**src/hw/rtl/tsf_pkg.sv**
```systemverilog
// Types, constants and helper functions for the trigonal Schmid factor pipeline.
`default_nettype none

package tsf_pkg;

    localparam int NOPS         = 6;
    localparam int SQRT_STEPS   = 32;
    localparam int DIV_STEPS    = 32;
    localparam int CORDIC_STEPS = 24;
    localparam int FRONT_LAT    = 3;
    localparam int SEL_LAT      = 4;
    localparam int ACOS_LAT     = 2 + SQRT_STEPS + CORDIC_STEPS;
    localparam int PIPE_LAT     = FRONT_LAT + SQRT_STEPS + DIV_STEPS + SEL_LAT + ACOS_LAT;

    localparam logic [30:0] COS_ONE   = 31'h4000_0000;
    localparam logic [14:0] ANGLE_MAX = 15'd25736;

    localparam logic signed [17:0] Q_HALF = 18'sd32768;
    localparam logic signed [17:0] Q_R3H  = 18'sd56756;
    localparam logic signed [17:0] Q_ONE  = 18'sd65536;

    typedef logic signed [15:0] comp_t;
    typedef comp_t [2:0] vec3_t;
    typedef logic signed [31:0] outer_elem_t;
    typedef outer_elem_t [8:0] outer_t;
    typedef logic signed [17:0] coef_t;
    typedef coef_t [8:0] mat_t;
    typedef logic signed [53:0] dot_t;
    typedef logic [47:0] mag_t;
    typedef mag_t [NOPS-1:0] mag_vec_t;
    typedef logic [31:0] quot_t;
    typedef quot_t [NOPS-1:0] quot_vec_t;
    typedef logic [30:0] cos_t;
    typedef logic [60:0] prod_t;
    typedef logic [14:0] angle_t;

    typedef struct packed {
        logic try_lo;
        logic try_hi;
        logic zero_n;
        logic zero_d;
    } flags_t;

    typedef struct packed {
        prod_t      prod;
        logic [2:0] idx;
        cos_t       cp;
        cos_t       cd;
    } cand_t;

    typedef struct packed {
        logic [15:0] fac;
        logic [2:0]  idx;
        logic        found;
    } side_t;

    // Operator matrix, row major; only entries 0, 1, 3, 4 and 8 are ever nonzero.
    function automatic mat_t sym_mat(input int op);
        mat_t m;
        m = '0;
        case (op)
            0: begin
                m[0] = Q_ONE;   m[1] = '0;      m[3] = '0;      m[4] = Q_ONE;   m[8] = Q_ONE;
            end
            1: begin
                m[0] = -Q_HALF; m[1] = Q_R3H;   m[3] = -Q_R3H;  m[4] = -Q_HALF; m[8] = Q_ONE;
            end
            2: begin
                m[0] = -Q_HALF; m[1] = -Q_R3H;  m[3] = Q_R3H;   m[4] = -Q_HALF; m[8] = Q_ONE;
            end
            3: begin
                m[0] = Q_HALF;  m[1] = Q_R3H;   m[3] = Q_R3H;   m[4] = -Q_HALF; m[8] = -Q_ONE;
            end
            4: begin
                m[0] = -Q_ONE;  m[1] = '0;      m[3] = '0;      m[4] = Q_ONE;   m[8] = -Q_ONE;
            end
            5: begin
                m[0] = Q_HALF;  m[1] = -Q_R3H;  m[3] = -Q_R3H;  m[4] = -Q_HALF; m[8] = -Q_ONE;
            end
            default: m = '0;
        endcase
        return m;
    endfunction

    // l . (M v) from the outer product l_i * v_j, Q16.
    function automatic dot_t sym_dot(input int op, input outer_t p);
        mat_t m;
        dot_t acc;
        m   = sym_mat(op);
        acc = '0;
        for (int k = 0; k < 9; k++) begin
            acc = acc + (dot_t'(m[k]) * dot_t'(p[k]));
        end
        return acc;
    endfunction

    // atan(2^-i) in radians, Q.24
    function automatic logic signed [27:0] atan_q24(input int i);
        case (i)
            0:  return 28'sd13176795;
            1:  return 28'sd7778716;
            2:  return 28'sd4110060;
            3:  return 28'sd2086331;
            4:  return 28'sd1047214;
            5:  return 28'sd524117;
            6:  return 28'sd262123;
            7:  return 28'sd131069;
            8:  return 28'sd65536;
            9:  return 28'sd32768;
            10: return 28'sd16384;
            11: return 28'sd8192;
            12: return 28'sd4096;
            13: return 28'sd2048;
            14: return 28'sd1024;
            15: return 28'sd512;
            16: return 28'sd256;
            17: return 28'sd128;
            18: return 28'sd64;
            19: return 28'sd32;
            20: return 28'sd16;
            21: return 28'sd8;
            22: return 28'sd4;
            23: return 28'sd2;
            default: return 28'sd0;
        endcase
    endfunction

endpackage

`default_nettype wire

```
**src/hw/rtl/tsf_isqrt.sv**
```systemverilog
// Pipelined integer square root, one result bit per stage.
`default_nettype none

module tsf_isqrt (
    input  wire logic        clk,
    input  wire logic        en,
    input  wire logic [63:0] arg,
    output logic [31:0]      root
);
    import tsf_pkg::*;

    logic [63:0] v_reg [SQRT_STEPS-1];
    logic [63:0] r_reg [SQRT_STEPS];
    logic [63:0] v_stage [SQRT_STEPS];
    logic [63:0] r_stage [SQRT_STEPS];
    logic [63:0] v_next [SQRT_STEPS];
    logic [63:0] r_next [SQRT_STEPS];

    for (genvar k = 0; k < SQRT_STEPS; k++) begin : g_in
        if (k == 0) begin : g_first
            assign v_stage[k] = arg;
            assign r_stage[k] = '0;
        end else begin : g_rest
            assign v_stage[k] = v_reg[k-1];
            assign r_stage[k] = r_reg[k-1];
        end
    end

    always_comb begin
        logic [63:0] bit_val;
        logic [64:0] trial;
        for (int k = 0; k < SQRT_STEPS; k++) begin
            bit_val = 64'd1 << (62 - 2 * k);
            trial   = {1'b0, r_stage[k]} + {1'b0, bit_val};
            if ({1'b0, v_stage[k]} >= trial) begin
                v_next[k] = v_stage[k] - trial[63:0];
                r_next[k] = (r_stage[k] >> 1) + bit_val;
            end else begin
                v_next[k] = v_stage[k];
                r_next[k] = r_stage[k] >> 1;
            end
        end
    end

    always_ff @(posedge clk) begin
        if (en) begin
            for (int k = 0; k < SQRT_STEPS - 1; k++) begin
                v_reg[k] <= v_next[k];
            end
            for (int k = 0; k < SQRT_STEPS; k++) begin
                r_reg[k] <= r_next[k];
            end
        end
    end

    assign root = r_reg[SQRT_STEPS-1][31:0];

endmodule

`default_nettype wire

```
**config.mk**
```make
export PLATFORM = sky130hd
export DESIGN_NAME = tsf_isqrt
export DESIGN_NICKNAME = d
export VERILOG_FILES = /design/src/hw/rtl/tsf_pkg.sv /design/src/hw/rtl/tsf_isqrt.sv
export SDC_FILE = /design/constraint.sdc
export NUM_CORES = 2
export LEC_CHECK = 0
export BUFFER_PORTS_ARGS = -buffer_cell sky130_fd_sc_hd__buf_2
export CORE_AREA = 2 2 519 470
export DETAILED_ROUTE_END_ITERATION = 16
export DIE_AREA = 0 0 521 472
export PLACE_DENSITY_LB_ADDON = 0.3
export SYNTH_ARGS = -nofsm -noshare
export SYNTH_HDL_FRONTEND = slang
export SYNTH_SLANG_ARGS = --single-unit
```
**constraint.sdc**
```tcl
create_clock -name clk -period 5 [get_ports clk]
set_clock_uncertainty 0.05 [all_clocks]
set_input_delay 0.25 -clock clk [delete_from_list [all_inputs] [get_ports clk]]
set_output_delay 0.25 -clock clk [all_outputs]
set_load 0.02 [all_outputs]
```
==> impl_metrics.ini <==
[power_and_ir_drop]
power_density_nw_per_um2 = 460
p_comb_share_pct = 21.0
p_leak_nw = 50.4
clkPwrFrac_pct = 32.0
pwr-share-seq_pct = 47.0
p_switching_mw = 18.0
p_int_mw = 43.5
swShare_pct = 29.3
ir_worst_vdd_mv = 0.341

[outcome]
status = finished, final reports clean

[grt]
antenna_found_initial = 22
grt.overflow.total = 0
grt_pass1_vias = 73608
grt_max_degree = 191
grt_first_pass_wirelength_mm = 434
grt_usage_pct = 22.7

[logic_synthesis]
synth_nets = 10016
ys_ff_latch = 2512
synth_edf_count = 2512
synth_ff_type = edfxtp_1
synth-async-reset-ratio_pct = 0
synth_cell_types = 102
syn_inst = 9392
synthXorXnorAreaFrac_pct = 6.42
seq_area_frac_synth_pct = 63.0
syn_area_um2 = 120000
synth_compound_area_share_pct = 8.97
synth_top_family_by_area = simple AND/OR/NAND/NOR gates
synth-simple-area-share_pct = 12.0
synthAdderAreaFrac_pct = 5.83
synthMuxAreaShare_pct = 1.14
avgSynthCellArea_um2 = 12.8
synth_warnings = 0

[sta]
slew_violations = 0
rsz0062_at_grt = no
post-route-period-util_pct = 85.4
max_freq_mhz = 234
slew-limit-headroom_pct = 15.6
worst_pin_slew_ns = 1.23
hold_ws_ns = 0.0726
final.setup.tns_ns = 0
period_needed_ns = 4.27
setup_violations = 0
hold_viol_final = 0

[floorplan]
die-area_um2 = 246000
rows = 171
num_io_pins = 98
core-area_um2 = 240000
die_w_um = 521
fp.dieH_um = 472
initial_utilization_pct = 49.9

[worst_setup_path]
reg2reg_to = v_reg[1][759]
r2r_start = v_reg[1][652]
path_max_fanout = 4
reg2reg_setup_slack_ns = 0.73
start_kind = flip-flop
crit_type = reg2reg
cp.arrival_ns = 4.76
end_kind = flip-flop
rr_worst_depth = 11
crit_required_ns = 5.49

[cells_and_area]
layout_common_cells = 2,512 x edfxtp_1, 676 x nor2_1, 667 x inv_1
final_common_cell = edfxtp_1
largest_reg_flops = 1984
area_delta_synth_final_pct = 11.8
final_nets = 10387
drive_gt1_share_pct = 8.04

[clock_network]
postCtsSetupBuffers = 0
cts_resized = 0
cts_tree = done
cts_buffers = 272
clk_latency_ns = 0.83
max-clock-path-buffers = 4
cts-root-buf = clkbuf_16
clk_pin_slew_ns = 0.07
cts_sinks = 2512
ctsHtreeMaxLevel = 5
holdBufCountCts = 73

[placed_design]
portBuffers = 97
dp_hpwl_mm = 213
gp_congestion = 0.919

[route]
ant_nets = 0
wl_mm = 288
drt-vias-per-instance = 5.82
drt_iter0_markers = 6949
vias = 76645
drc = 0
drt-pass1-iter-count = 6
wl_per_cell_um = 21.8

[hold_path]
hold_end = v_reg[0][9]
hold_class = in2reg
hold_path_depth = 2
hold_path.startpoint = arg[9]

[flow_run]
maxCapViolations = 0
power groups by stage:
stage	sequential (mW)	clock, mW	combinational [mW]
3_5_place_dp	29.3	0	12.6
2_1_floorplan	28.3	0	9.29
5_1_grt	29.2	20.9	14.2
4_1_cts	28.9	20.1	12.7
3_3_place_gp	29.3	0	12.4
6_report	28.9	19.7	12.9
layer usage:
layer	GRT usage, %	routed length (um)	vias to the layer above	part of all wire [%]
met4	5.21	6230	2	2.2
met1	32.4	129000	37770	45
met3	3.06	16800	427	5.8
li1	-	-	36100	-
met2	37.0	135000	2346	47
met5	0	17	-	0.0059
synthesized netlist by cell type (90+ instances only):
library cell	instances	share of area [%]
inv_1	667	2.1
xnor2_1	442	3.2
clkbuf_1	131	0.41
a21o_1	213	1.3
or3_1	91	0.48
nand2b_1	124	0.65
o21ai_0	351	1.5
nand3_1	149	0.62
nand2_1	522	1.6
nor2_1	677	2.1
ha_1	558	5.8
edfxtp_1	2512	63
nor4_1	344	1.8
mux2_2	111	1.0
xor2_1	434	3.2
o21a_1	90	0.56
nand4_1	147	0.77
a21oi_1	660	2.8
nor3_1	245	1.0
cells by family (layout without fill, tap and decap cells):
logic type	after synthesis	count (layout)
other	0	8
muxes	122	122
AOI/OAI and AO/OA	1734	1734
DFF	2512	2512
adders and majority gates	558	558
buffers and inverters	838	1407
xor gates and xnor gates	877	877
and+or+nand+nor	2751	2751
worst max-delay path by stage:
stage                  startpoint            end  slack [ns]  cells past startpoint
floorplan           v_reg[1][466]  v_reg[1][564]        1.32                     12
global placement    r_reg[1][160]  v_reg[1][254]        0.85                     11
detailed placement  v_reg[1][565]  v_reg[1][607]        0.75                      8
CTS                 v_reg[1][565]  v_reg[1][607]        0.73                      8
global route        r_reg[1][464]  v_reg[1][574]        0.44                     12
finish              v_reg[1][652]  v_reg[1][759]        0.73                     11
stage by stage:
| stage | setup WS (ns) | power [mW] | util [%] | cells | instance area (um2) |
|---|---|---|---|---|---|
| final | 0.728 | 61.6 | 55.7 | 13169 | 134000 |
| after global routing | 0.441 | 64.3 | 55.7 | 13162 | 134000 |
| after CTS | 0.733 | 61.8 | 55.7 | 13161 | 134000 |
| after detailed placement | 0.748 | 41.9 | 51.9 | 12616 | 125000 |
| after global placement | 0.850 | 41.7 | 51.9 | 12616 | 125000 |
| after floorplan | 1.32 | 37.6 | - | 9392 | 120000 |
worst max-delay path: stages (launching register included):
cell       delay (ns)
edfxtp_1         0.40
ha_1             0.24
or3_1            0.43
a2111oi_1        0.62
nor4_1           0.27
or2_2            0.36
a21oi_1          0.24
o21ai_0          0.20
a21o_1           0.30
and3b_1          0.36
or3b_1           0.38
xnor2_1          0.13
area by class of cell:
class                      instances  area, um2
clock buffer                     324       7090
antenna                            8       20.0
clock inverter                   148       1510
fill                           19317     106000
tap                             3200       4000
multi-input combinational       6042      41300
sequential                      2512      75400
inverter                         669       2510
timing repair buffer             266       2110
Note: power is estimated with default switching activity, not from simulation.
